===== src/rtl/acld_pkg.sv =====
`default_nettype none

package acld_pkg;

  // default sizing
  localparam int ACLD_LINE_MAX  = 128;
  localparam int ACLD_FIELD_CAP = 12;

  // result command codes
  localparam logic [3:0] CMD_HELLO       = 4'd0;
  localparam logic [3:0] CMD_PING        = 4'd1;
  localparam logic [3:0] CMD_BUZZER      = 4'd2;
  localparam logic [3:0] CMD_ESTOP       = 4'd3;
  localparam logic [3:0] CMD_ESTOP_CLEAR = 4'd4;
  localparam logic [3:0] CMD_START       = 4'd5;
  localparam logic [3:0] CMD_STOP        = 4'd6;
  localparam logic [3:0] CMD_UNKNOWN     = 4'd7;
  localparam logic [3:0] CMD_OVERRUN     = 4'd8;

  // result error codes
  localparam logic [2:0] ERR_NONE       = 3'd0;
  localparam logic [2:0] ERR_BAD_NUMBER = 3'd1;
  localparam logic [2:0] ERR_BAD_SIDE   = 3'd2;
  localparam logic [2:0] ERR_BAD_FORMAT = 3'd3;
  localparam logic [2:0] ERR_OVERFLOW   = 3'd4;

  // keyword identifiers, grouped by field
  localparam logic [3:0] KW_HELLO       = 4'd0;
  localparam logic [3:0] KW_PING        = 4'd1;
  localparam logic [3:0] KW_CMD         = 4'd2;
  localparam logic [3:0] KW_BUZZER      = 4'd3;
  localparam logic [3:0] KW_ESTOP       = 4'd4;
  localparam logic [3:0] KW_ESTOP_CLEAR = 4'd5;
  localparam logic [3:0] KW_START       = 4'd6;
  localparam logic [3:0] KW_STOP        = 4'd7;
  localparam logic [3:0] KW_LEFT        = 4'd8;
  localparam logic [3:0] KW_RIGHT       = 4'd9;

  // characters of interest
  localparam logic [7:0] CH_NUL    = 8'h00;
  localparam logic [7:0] CH_LF     = 8'h0A;
  localparam logic [7:0] CH_CR     = 8'h0D;
  localparam logic [7:0] CH_DOLLAR = 8'h24;
  localparam logic [7:0] CH_COMMA  = 8'h2C;
  localparam logic [7:0] CH_ZERO   = 8'h30;
  localparam logic [7:0] CH_NINE   = 8'h39;
  localparam logic [7:0] CH_A_LO   = 8'h61;
  localparam logic [7:0] CH_Z_LO   = 8'h7A;

  // longest keyword, in characters
  localparam int KW_MAX_LEN = 11;

  typedef struct packed {
    logic [3:0]  command;
    logic [2:0]  error_code;
    logic [31:0] number;
    logic        side;
  } res_t;

  function automatic logic [7:0] to_upper(input logic [7:0] c);
    logic [7:0] u;
    if (c >= CH_A_LO && c <= CH_Z_LO) begin
      u = c - 8'd32;
    end else begin
      u = c;
    end
    return u;
  endfunction

  function automatic logic [6:0] kw_len(input logic [3:0] id);
    logic [6:0] n;
    case (id)
      KW_HELLO:       n = 7'd5;
      KW_PING:        n = 7'd4;
      KW_CMD:         n = 7'd3;
      KW_BUZZER:      n = 7'd6;
      KW_ESTOP:       n = 7'd5;
      KW_ESTOP_CLEAR: n = 7'd11;
      KW_START:       n = 7'd5;
      KW_STOP:        n = 7'd4;
      KW_LEFT:        n = 7'd4;
      KW_RIGHT:       n = 7'd5;
      default:        n = 7'd0;
    endcase
    return n;
  endfunction

  // expected character at a position, nul past the end of the keyword
  function automatic logic [7:0] kw_char(input logic [3:0] id, input logic [6:0] pos);
    logic [8*KW_MAX_LEN-1:0] txt;
    logic [7:0]              ch;
    case (id)
      KW_HELLO:       txt = {"HELLO", 48'h0};
      KW_PING:        txt = {"PING", 56'h0};
      KW_CMD:         txt = {"CMD", 64'h0};
      KW_BUZZER:      txt = {"BUZZER", 40'h0};
      KW_ESTOP:       txt = {"ESTOP", 48'h0};
      KW_ESTOP_CLEAR: txt = {"RESET_", "ESTOP"};
      KW_START:       txt = {"START", 48'h0};
      KW_STOP:        txt = {"STOP", 56'h0};
      KW_LEFT:        txt = {"LEFT", 56'h0};
      KW_RIGHT:       txt = {"RIGHT", 48'h0};
      default:        txt = '0;
    endcase
    if (pos < 7'(KW_MAX_LEN)) begin
      ch = txt[8*(KW_MAX_LEN-1-int'(pos[3:0])) +: 8];
    end else begin
      ch = CH_NUL;
    end
    return ch;
  endfunction

endpackage

`default_nettype wire


===== src/rtl/ascii_command_line_decoder.sv =====
`default_nettype none

// Incremental decoder for '$'-prefixed, comma-separated, case-insensitive
// command lines arriving one received byte per transfer (in_kind 0) or as a
// receive overrun event (in_kind 1). The line is never stored: per field only
// keyword match flags, a character count and number accumulators are kept. A CR
// or LF ends a line and gives at most one result transfer (command, error code,
// number, side); empty or over-long lines, lines not starting with '$', unknown
// heads and bare PING or CMD heads give nothing, and an overrun event always
// gives an overrun result. One byte is taken every clock cycle while in_ready
// is high: each byte goes through a single layer of match and accumulate logic
// into the line state, and its result lands in the output register or, while
// that is stalled, in a second result register (skid stage) that lets the input
// keep flowing for one result; in_ready falls only when two results are waiting.
module ascii_command_line_decoder #(
  parameter int LINE_MAX  = acld_pkg::ACLD_LINE_MAX,
  parameter int FIELD_CAP = acld_pkg::ACLD_FIELD_CAP
) (
  input  wire logic        clk,
  input  wire logic        rst_n,
  input  wire logic        in_valid,
  output logic             in_ready,
  input  wire logic        in_kind,
  input  wire logic [7:0]  in_rx_byte,
  output logic             out_valid,
  input  wire logic        out_ready,
  output logic [3:0]       out_command,
  output logic [2:0]       out_error_code,
  output logic [31:0]      out_number,
  output logic             out_side
);

  import acld_pkg::*;

  localparam int LEN_W = $clog2(LINE_MAX);
  localparam int FN_W  = $clog2(FIELD_CAP);

  // line state
  logic [LEN_W-1:0] len_r, len_nxt;
  logic             is_cmd_r, is_cmd_nxt;
  logic [FN_W-1:0]  fn_r, fn_nxt;
  logic [6:0]       cif_r, cif_nxt;
  logic [2:0]       head_r, head_nxt;
  logic [4:0]       verb_r, verb_nxt;
  logic [1:0]       side_r, side_nxt;
  logic [31:0]      ping_r, ping_nxt;
  logic [8:0]       small_r, small_nxt;
  logic             small_ok_r, small_ok_nxt;
  logic             ping_open_r, ping_open_nxt;
  logic             nul_r, nul_nxt;

  // result registers: output stage plus skid stage
  logic out_valid_r, out_valid_nxt;
  logic skid_valid_r, skid_valid_nxt;
  res_t out_r, out_nxt;
  res_t skid_r, skid_nxt;

  logic       in_xfer;
  logic [7:0] up_c;
  logic       is_digit;
  logic [3:0] dig;
  logic       do_clear;
  logic       res_vld;
  res_t       res;

  // per-byte match and accumulate terms
  logic [2:0]  head_fed, head_cls, head_fin;
  logic [4:0]  verb_fed, verb_cls, verb_fin;
  logic [1:0]  side_fed, side_cls, side_fin;
  logic [35:0] ping_mul;
  logic [11:0] small_mul;
  logic        num_ok;
  logic        line_vld;
  res_t        line_res;

  assign in_ready = !skid_valid_r;
  assign in_xfer  = in_valid && in_ready;

  assign up_c     = to_upper(in_rx_byte);
  assign is_digit = (in_rx_byte >= CH_ZERO) && (in_rx_byte <= CH_NINE);
  // low nibble of an ascii digit is its value
  assign dig      = in_rx_byte[3:0];

  // keyword flags fed with this byte, and closed at the current field length
  always_comb begin
    for (int k = 0; k < 3; k++) begin
      head_fed[k] = head_r[k] && (up_c == kw_char(4'(KW_HELLO + k), cif_r));
      head_cls[k] = head_r[k] && (cif_r == kw_len(4'(KW_HELLO + k)));
    end
    for (int k = 0; k < 5; k++) begin
      verb_fed[k] = verb_r[k] && (up_c == kw_char(4'(KW_BUZZER + k), cif_r));
      verb_cls[k] = verb_r[k] && (cif_r == kw_len(4'(KW_BUZZER + k)));
    end
    for (int k = 0; k < 2; k++) begin
      side_fed[k] = side_r[k] && (up_c == kw_char(4'(KW_LEFT + k), cif_r));
      side_cls[k] = side_r[k] && (cif_r == kw_len(4'(KW_LEFT + k)));
    end
  end

  // times ten plus digit, as shifts and adds
  assign ping_mul  = ({4'b0, ping_r} << 3) + ({4'b0, ping_r} << 1) + 36'(dig);
  assign small_mul = ({3'b0, small_r} << 3) + ({3'b0, small_r} << 1) + 12'(dig);

  // line resolution at CR/LF: close the open field, then pick the command
  always_comb begin
    head_fin = (fn_r == FN_W'(0)) ? head_cls : head_r;
    verb_fin = (fn_r == FN_W'(1)) ? verb_cls : verb_r;
    side_fin = (fn_r == FN_W'(3)) ? side_cls : side_r;
    num_ok   = small_ok_r && !small_r[8];
    line_res = '0;
    line_vld = 1'b1;
    if (head_fin[0]) begin
      line_res.command = CMD_HELLO;
    end else if (head_fin[1] && fn_r != '0) begin
      line_res.command = CMD_PING;
      line_res.number  = ping_r;
    end else if (!head_fin[2] || fn_r == '0) begin
      // unknown head, bare PING, or CMD without a verb
      line_vld = 1'b0;
    end else if (verb_fin[0] && fn_r >= FN_W'(2)) begin
      line_res.command = CMD_BUZZER;
      if (num_ok) begin
        line_res.number = 32'(small_r);
      end else begin
        line_res.error_code = ERR_BAD_NUMBER;
      end
    end else if (verb_fin[1]) begin
      line_res.command = CMD_ESTOP;
    end else if (verb_fin[2]) begin
      line_res.command = CMD_ESTOP_CLEAR;
    end else if (verb_fin[3] && fn_r >= FN_W'(2)) begin
      line_res.command = CMD_START;
      if (num_ok) begin
        line_res.number = 32'(small_r);
      end else begin
        line_res.error_code = ERR_BAD_NUMBER;
      end
    end else if (verb_fin[4] && fn_r >= FN_W'(3)) begin
      line_res.command = CMD_STOP;
      if (!num_ok) begin
        line_res.error_code = ERR_BAD_NUMBER;
      end else begin
        line_res.number = 32'(small_r);
        if (side_fin[0]) begin
          line_res.side = 1'b0;
        end else if (side_fin[1]) begin
          line_res.side = 1'b1;
        end else begin
          line_res.error_code = ERR_BAD_SIDE;
        end
      end
    end else begin
      line_res.command    = CMD_UNKNOWN;
      line_res.error_code = ERR_BAD_FORMAT;
    end
  end

  // line state update for one accepted transfer
  always_comb begin
    len_nxt       = len_r;
    is_cmd_nxt    = is_cmd_r;
    fn_nxt        = fn_r;
    cif_nxt       = cif_r;
    head_nxt      = head_r;
    verb_nxt      = verb_r;
    side_nxt      = side_r;
    ping_nxt      = ping_r;
    small_nxt     = small_r;
    small_ok_nxt  = small_ok_r;
    ping_open_nxt = ping_open_r;
    nul_nxt       = nul_r;
    do_clear      = 1'b0;
    res_vld       = 1'b0;
    res           = '0;

    if (in_xfer) begin
      if (in_kind) begin
        // overrun event: drop the line and report
        do_clear       = 1'b1;
        res_vld        = 1'b1;
        res.command    = CMD_OVERRUN;
        res.error_code = ERR_OVERFLOW;
      end else if (in_rx_byte == CH_CR || in_rx_byte == CH_LF) begin
        if (len_r != '0) begin
          do_clear = 1'b1;
          res_vld  = is_cmd_r && line_vld;
          res      = line_res;
        end
      end else if (len_r == LEN_W'(LINE_MAX - 1)) begin
        // over-long line, this byte is dropped too
        do_clear = 1'b1;
      end else begin
        len_nxt = len_r + LEN_W'(1);
        if (len_r == '0) begin
          is_cmd_nxt = (in_rx_byte == CH_DOLLAR);
        end else if (is_cmd_r && !nul_r) begin
          if (in_rx_byte == CH_NUL) begin
            nul_nxt = 1'b1;
          end else if (in_rx_byte == CH_COMMA && fn_r < FN_W'(FIELD_CAP - 1)) begin
            // close the field and open the next one
            if (fn_r == FN_W'(0)) begin
              head_nxt      = head_cls;
              ping_open_nxt = 1'b1;
            end else if (fn_r == FN_W'(1)) begin
              verb_nxt = verb_cls;
            end else if (fn_r == FN_W'(3)) begin
              side_nxt = side_cls;
            end
            fn_nxt  = fn_r + FN_W'(1);
            cif_nxt = '0;
          end else begin
            if (fn_r == FN_W'(0)) begin
              head_nxt = head_fed;
            end else if (fn_r == FN_W'(1)) begin
              verb_nxt = verb_fed;
              if (ping_open_r) begin
                if (!is_digit) begin
                  ping_open_nxt = 1'b0;
                end else if (ping_mul[35:32] != '0) begin
                  ping_nxt = '1;
                end else begin
                  ping_nxt = ping_mul[31:0];
                end
              end
            end else if (fn_r == FN_W'(2)) begin
              if (is_digit) begin
                if (cif_r == '0) begin
                  small_ok_nxt = 1'b1;
                end
                // saturate at one past the legal range
                small_nxt = (small_mul > 12'd255) ? 9'd256 : small_mul[8:0];
              end else begin
                small_ok_nxt = 1'b0;
              end
            end else if (fn_r == FN_W'(3)) begin
              side_nxt = side_fed;
            end
            if (cif_r != 7'd127) begin
              cif_nxt = cif_r + 7'd1;
            end
          end
        end
      end
    end

    if (do_clear) begin
      len_nxt       = '0;
      is_cmd_nxt    = 1'b0;
      fn_nxt        = '0;
      cif_nxt       = '0;
      head_nxt      = '1;
      verb_nxt      = '1;
      side_nxt      = '1;
      ping_nxt      = '0;
      small_nxt     = '0;
      small_ok_nxt  = 1'b0;
      ping_open_nxt = 1'b0;
      nul_nxt       = 1'b0;
    end
  end

  // output and skid stage steering
  always_comb begin
    out_valid_nxt  = out_valid_r;
    skid_valid_nxt = skid_valid_r;
    out_nxt        = out_r;
    skid_nxt       = skid_r;
    if (out_valid_r && out_ready) begin
      if (skid_valid_r) begin
        out_nxt        = skid_r;
        skid_valid_nxt = 1'b0;
      end else if (res_vld) begin
        out_nxt = res;
      end else begin
        out_valid_nxt = 1'b0;
      end
    end else if (!out_valid_r) begin
      if (res_vld) begin
        out_nxt       = res;
        out_valid_nxt = 1'b1;
      end
    end else if (res_vld) begin
      // output stalled: park the new result
      skid_nxt       = res;
      skid_valid_nxt = 1'b1;
    end
  end

  always_ff @(posedge clk) begin
    if (!rst_n) begin
      len_r        <= '0;
      is_cmd_r     <= 1'b0;
      fn_r         <= '0;
      cif_r        <= '0;
      head_r       <= '1;
      verb_r       <= '1;
      side_r       <= '1;
      ping_r       <= '0;
      small_r      <= '0;
      small_ok_r   <= 1'b0;
      ping_open_r  <= 1'b0;
      nul_r        <= 1'b0;
      out_valid_r  <= 1'b0;
      skid_valid_r <= 1'b0;
    end else begin
      len_r        <= len_nxt;
      is_cmd_r     <= is_cmd_nxt;
      fn_r         <= fn_nxt;
      cif_r        <= cif_nxt;
      head_r       <= head_nxt;
      verb_r       <= verb_nxt;
      side_r       <= side_nxt;
      ping_r       <= ping_nxt;
      small_r      <= small_nxt;
      small_ok_r   <= small_ok_nxt;
      ping_open_r  <= ping_open_nxt;
      nul_r        <= nul_nxt;
      out_valid_r  <= out_valid_nxt;
      skid_valid_r <= skid_valid_nxt;
    end
  end

  // result payload, no reset needed
  always_ff @(posedge clk) begin
    out_r  <= out_nxt;
    skid_r <= skid_nxt;
  end

  assign out_valid      = out_valid_r;
  assign out_command    = out_r.command;
  assign out_error_code = out_r.error_code;
  assign out_number     = out_r.number;
  assign out_side       = out_r.side;

endmodule

`default_nettype wire


===== config.mk =====
export PLATFORM = sky130hd
export DESIGN_NAME = ascii_command_line_decoder
export DESIGN_NICKNAME = d
export VERILOG_FILES = /design/src/rtl/acld_pkg.sv /design/src/rtl/ascii_command_line_decoder.sv
export SDC_FILE = /design/constraint.sdc
export NUM_CORES = 1
export LEC_CHECK = 0
export BUFFER_PORTS_ARGS = -buffer_cell sky130_fd_sc_hd__buf_2
export CORE_MARGIN = 10
export CORE_UTILIZATION = 50
export DETAILED_ROUTE_END_ITERATION = 10
export HOLD_SLACK_MARGIN = 0.03
export PLACE_DENSITY_LB_ADDON = 0.1
export SYNTH_ARGS = -nofsm -noshare
export SYNTH_HDL_FRONTEND = slang
export SYNTH_SLANG_ARGS = --single-unit
export TNS_END_PERCENT = 30

===== constraint.sdc =====
create_clock -name clk -period 4.35 [get_ports clk]
set_clock_uncertainty 0.15 [all_clocks]
set_input_delay 0.435 -clock clk [delete_from_list [all_inputs] [get_ports clk]]
set_output_delay 0.435 -clock clk [all_outputs]
set_load 0.02 [all_outputs]

Word-level counts from Yosys, hierarchy flattened
Cells that the tools add are included.

word-level totals
  output and inout bits = 42
  ROM bits = 0
  memories kept = 0
  bits in registers = 155
  RAM bits = 0
  input port bits = 13
  bits in latches = 0
  word-level logic and storage cells = 261

operators by class
  mux-type cells = 103
  bitwise gates (word level) = 10
  shift-type cells = 10
  equal/unequal tests = 31
  $add $sub $neg = 9
  order comparisons = 9
  multipliers = 0
  reductions and logical operators = 67
  divide/modulo/power cells = 0

operator list
  operator                   number
  $shiftx A88 B8 Y8 const A  10
  $mux W40                   8
  $mux W33                   9
  $mux W39                   7
  $mux W36                   3
  $mux W8                    11
  $eq A8 B8 Y1               10
  $mux W32                   2
  $mux W37                   1
  $add A35 B33 Y36           1
  $add A36 B4 Y36            1
  $reduce_and A12 Y1         3
  $logic_and A1 B1 Y1        32
  $mux W1                    31
  $mux W5                    5
  $reduce_and A8 Y1          3
  $eq A7 B3 Y1 const B       3
  $mux W7                    3
  $mux W4                    5
  $mux W2                    9
  $mux W3                    6
  $mux W9                    2
  $eq A8 B4 Y1 const B       2
  $eq A8 B6 Y1 const B       2
  other kinds (41)           70

Longest topological paths before layout
  word-level depth = 34
  gate-level depth with buffers = 14
  depth with buffers taken out = 13

Worst setup path before layout
No wires, ideal clock.

  path kind = reg-to-reg
  start = register cif_r[1]
  end = register skid_r[0] (netlist name), enable pin
  clock period less this slack = 4297 ps
  required time = 3765 ps
  data arrival time = 3712 ps
  setup time = 435 ps
  buffers on the path = 4
  path slack = 53 ps
  stages on the path, launching flop included = 13
  cells stage by stage = dfxtp_1 -> clkbuf_1 -> clkbuf_1 -> inv_1 -> ha_1 -> and3_1 -> nor2_1 -> nor3_1 -> nand3_1 -> and2_1 -> clkbuf_1 -> clkbuf_1 -> nor2_1

on the way
  longest elaborated chain between the ends = 14
  elaborated cells on any way between the ends = 19
  those cells by class = 3 x eq/ne; 8 x mux; 8 x reduce/logical

RTL lines
  what                                    RTL line                           source
  start: declaration                      ascii_command_line_decoder.sv:42   logic [6:0] cif_r, cif_nxt;
  start signal: assignment                ascii_command_line_decoder.sv:309  cif_r <= cif_nxt;
  $eq A7 B2 Y1                            ascii_command_line_decoder.sv:88   head_cls[k] = head_r[k] && (cif_r == kw_len(4'(KW_HELLO + k)));
  $logic_and A1 B1 Y1                     ascii_command_line_decoder.sv:88
  $mux W3 (*)                             n/a
  $logic_not A1 Y1                        ascii_command_line_decoder.sv:117  end else if (!head_fin[2] || fn_r == '0) begin
  $logic_or A1 B1 Y1                      ascii_command_line_decoder.sv:117
  $mux W1                                 ascii_command_line_decoder.sv:117
  $mux W1                                 ascii_command_line_decoder.sv:114  end else if (head_fin[1] && fn_r != '0) begin
  $mux W1 (*)                             ascii_command_line_decoder.sv:112  if (head_fin[0]) begin
  $logic_and A1 B1 Y1 (*)                 ascii_command_line_decoder.sv:186  res_vld = is_cmd_r && line_vld;
  $mux W1 (*)                             ascii_command_line_decoder.sv:184  if (len_r != '0) begin
  $mux W1 (*)                             ascii_command_line_decoder.sv:183  end else if (in_rx_byte == CH_CR || in_rx_byte == CH_LF) begin
  $mux W1 (*)                             ascii_command_line_decoder.sv:177  if (in_kind) begin
  $mux W1 (*)                             ascii_command_line_decoder.sv:176  if (in_xfer) begin
  $reduce_and A3 Y1 (no source line) (*)  n/a
  end signal: assignment                  ascii_command_line_decoder.sv:326  skid_r <= skid_nxt;
  end: declaration                        ascii_command_line_decoder.sv:56   res_t skid_r, skid_nxt;

Every way passes the cells marked *; elsewhere a longest branch is shown, timed or not.
A chain may end at the register's enable or synchronous reset.

Worst setup path after layout
  start = register ping_r[0]
  end = register ping_r[30]

on the way
  longest elaborated chain between the ends = 4

RTL lines
  what                      RTL line                           source
  start: declaration        ascii_command_line_decoder.sv:46   logic [31:0] ping_r, ping_nxt;
  start signal: assignment  ascii_command_line_decoder.sv:313  ping_r <= ping_nxt;
  $add A35 B33 Y36 (*)      ascii_command_line_decoder.sv:101  assign ping_mul = ({4'b0, ping_r} << 3) + ({4'b0, ping_r} << 1) + 36'(dig);
  $add A36 B4 Y36 (*)       ascii_command_line_decoder.sv:101
  $reduce_bool A4 Y1        ascii_command_line_decoder.sv:219  end else if (ping_mul[35:32] != '0) begin
  $mux W32 (*)              ascii_command_line_decoder.sv:219

Marks and branches as above.

==> metrics.json <==
{
  "max-slew-margin-rel_pct": 32.3,
  "worst_setup_path_end_kind": "register",
  "drtAntennaViolNets": 0,
  "timing.final.crit_period_ns": 4.02,
  "setup_tns_ns": 0,
  "switching_share_pct": 24.2,
  "numPlacedInstances": 1539,
  "critPathKind": "reg -> reg",
  "place_area_mm2": 0.0115,
  "clk_latency_ns": 0.43,
  "status": "finished, final reports clean",
  "detailed_place_hpwl_um": 20900,
  "cap_viol_max_count": 0,
  "cts_made_buffers": 17,
  "portBuffers": 54,
  "fillCellCount": 1987,
  "grt_max_degree": 61,
  "max_slew.worst_pin.slew_ns": 1.02,
  "ys_warn_count": 0,
  "global_route.usage.met1_pct": 26.6,
  "vias_per_cell": 5.91,
  "yosys.area.top_type_share_pct": 21.7,
  "area_growth_pct": 10.6,
  "synth-edff-count": 79,
  "grt_setup_unrepaired": "false",
  "met2_usage_pct": 32.2,
  "final_max_slew_viol_count": 0,
  "worst-endpoint-required_ns": 4.49,
  "grt_use_total_pct": 19.8,
  "drt-wirelength-per-cell_um": 18.2,
  "layout.cells.non_filler": 1571,
  "postCtsSetupRepairBufs": 0,
  "postSynth.topFlopCell": "edfxtp_1",
  "ctsRootBufferMaster": "clkbuf_16",
  "post_cts_hold_buffer_count": 0,
  "post_synth_num_cell_types": 79,
  "synthesis.instances": 1248,
  "synth-seq-area-share_pct": 35.4,
  "final_area_mm2": 0.0121,
  "route.detailed.drc": 0,
  "die-width_um": 168,
  "yosys_register_bits": 154,
  "post_synth_instance_area_mm2": 0.0109,
  "max_freq_mhz": 249,
  "cts_num_sinks": 154,
  "fp.dieArea_mm2": 0.0282,
  "startpoint_kind_of_the_worst_setup_timing_path": "register",
  "antenna_cells_inserted": 0,
  "initial_utilization_pct": 50.5,
  "pwr_density_cell_mw_per_mm2": 290,
  "post_cts.resized_instances": 0,
  "power.clock.fraction_pct": 45.2,
  "antenna_found_initial": 0,
  "die_h_um": 168,
  "timing.final.hold_violations": 0,
  "route.vias.total": 9291,
  "detailedRoute.firstPassIterationCount": 4,
  "cts-root-to-sink-buffers": 2,
  "drt-total-wl_um": 28500,
  "holdCritPathClass": "in -> reg",
  "layout-drive-gt1-share_pct": 10.5,
  "synthDominantAreaCellType": "edfxtp_1",
  "cts_tree": "built",
  "grtUsageMet3_pct": 3.33,
  "syn_area_per_cell_um2": 8.77,
  "path_buf_inv": 1,
  "slowest_library_cell_on_the_worst_path": "fa_1",
  "crit_family": "compound AO/OA/AOI/OAI gates",
  "globalRouteOverflowTotal": 0,
  "netlist_top_cells_area": "edfxtp_1, dfxtp_1, ha_1",
  "total_leakage_power_nw": 5.07,
  "critPathMaxStageDelay_ns": 0.50,
  "p_switching_mw": 0.848,
  "design.portCount": 55,
  "iteration_0_drc_count_of_the_detailed_router": 553,
  "num-nets-final": 1390,
  "async_reset_ff_share_pct": 0,
  "report.final.setup_viol": 0,
  "cp.arrival_ns": 4.16,
  "total_power_mw": 3.51,
  "post-route-period-util_pct": 92.3,
  "mappedNetlistNets": 1360,
  "rows": 54,
  "grt_pass1_wl_um": 46800,
  "internal_power_mw": 2.66,
  "crit_path_cell_trace": "fa_1, fa_1, a211oi_1, o311a_1, o21ai_0, and3_1, o21ai_0, and4_1, o221ai_2, a311oi_4, buf_4, a21oi_1",
  "clkSlewWorstSetupHoldPaths_ns": 0.06,
  "power.share.combinational_pct": 8.7,
  "vdd.ir_drop.worst_uv": 190,
  "via_count_of_the_first_global_routing_pass": 8933,
  "busiest_layer": "met2",
  "gpl.final_weighted_congestion": 0.921,
  "seq_power_share_pct": 46.1,
  "clock_tree.htree_level_count": 4,
  "core_region_area_mm2": 0.0217,
  "critical_path_peak_fanout": 32
}
-- cells by family (layout without fill, tap and decap cells) --
logic type	count (synthesis)	count (layout)	share of synthesized area, %
adder cells (fa/ha/maj)	99	99	11.6
AND/OR/NAND/NOR	394	394	17.7
flip-flops	154	154	35.4
multiplexers	26	26	2.38
XOR/XNOR	81	81	6.48
buffers and inverters	102	145	3.85
AO/OA/AOI/OAI	392	392	22.6
-- per-layer routing --
metal | part of all wire (%) | up-vias
li1 | - | 4675
met1 | 48 | 4408
met2 | 47 | 185
met3 | 3.7 | 23
met4 | 1.3 | 0
met5 | 0 | -
-- worst paths after layout --
check / startpoint / endpoint / slack (ns) / cells after the start
setup / recovery: ping_r[0]$_SDFFE_PP0P_ / ping_r[30]$_SDFFE_PP0P_ / 0.33 / 12
setup reg to reg: ping_r[0]$_SDFFE_PP0P_ / ping_r[30]$_SDFFE_PP0P_ / 0.33 / 12
hold reg to reg: nul_r$_SDFFE_PP0P_ / nul_r$_SDFFE_PP0P_ / 0.32 / 2
hold / removal: out_ready / skid_valid_r$_SDFFE_PP0P_ / 0.07 / 2
-- sequential cells by signal (all words and copies together) (netlist names), 5 cells and up, named ones only --
signal and cells:
out_number 32, verb_r 5, ping_r 32, len_r 7
cif_r 7, skid_r 39, small_r 9
-- through the flow --
| stage | hold slack, ns | utilization, % | setup WS (ns) |
|---|---|---|---|
| CTS | 0.0544 | 55.8 | 0.425 |
| finish | 0.0729 | 55.8 | 0.333 |
| global route | 0.0909 | 55.8 | 0.0857 |
| detailed placement | 0.306 | 53.0 | 0.294 |
| global placement | 0.303 | 53.0 | 0.382 |
| floorplan | 0.275 | - | 0.0527 |
-- synth_stat cells, drive strengths merged, types with 10 or more instances --
| master | instances |
|---|---|
| mux2i | 26 |
| a22o | 16 |
| nand2b | 14 |
| nand4 | 13 |
| edfxtp | 79 |
| nor2b | 11 |
| a31oi | 21 |
| and2 | 10 |
| nor3 | 29 |
| nand2 | 106 |
| ha | 95 |
| a21o | 22 |
| xnor2 | 46 |
| dfxtp | 75 |
| and3 | 45 |
| buf | 15 |
| nor2 | 99 |
| clkbuf | 50 |
| o21ai | 108 |
| xor2 | 35 |
| inv | 34 |
| nand3 | 35 |
| a211oi | 11 |
| a21oi | 126 |
| o21a | 21 |
-- layout by cell type, fill, tap and decap left out, types with 5 or more instances in the layout --
cell type / instances
buf_4: 20
o21ai_0: 105
or2_2: 5
xnor2_1: 46
a211oi_1: 9
nand3_1: 35
xor2_1: 35
clkbuf_16: 17
a21oi_1: 123
nor4_1: 7
inv_1: 34
o211ai_1: 8
a21boi_0: 6
a22oi_1: 5
edfxtp_1: 79
and2_1: 10
o41ai_1: 5
nand2_1: 106
o21a_1: 21
and3_1: 43
a21o_1: 22
nand4_1: 13
nor2_1: 98
a31oi_1: 21
dfxtp_1: 75
nand2b_1: 13
mux2i_1: 26
ha_1: 95
buf_2: 54
a22o_1: 16
nor2b_1: 11
nor3_1: 28
-- power groups by stage --
stage | registers [mW] | clock network (mW) | logic [mW]
final | 1.62 | 1.58 | 0.304
after global routing | 1.62 | 1.67 | 0.332
after CTS | 1.62 | 1.60 | 0.308
after detailed placement | 1.65 | 0 | 0.307
after global placement | 1.65 | 0 | 0.303
after floorplan | 1.71 | 0 | 0.138
-- layout make-up --
class	count	area [um2]	area share [%]
inverters	37	139	1.15
multi-input cells	992	6660	55.0
well taps	280	350	2.89
repair buffers	76	460	3.80
clock buffers	19	433	3.57
flip-flops and latches	154	3870	32.0
clock inverters	13	193	1.59
No activity file was read; power rests on OpenSTA's default activity.
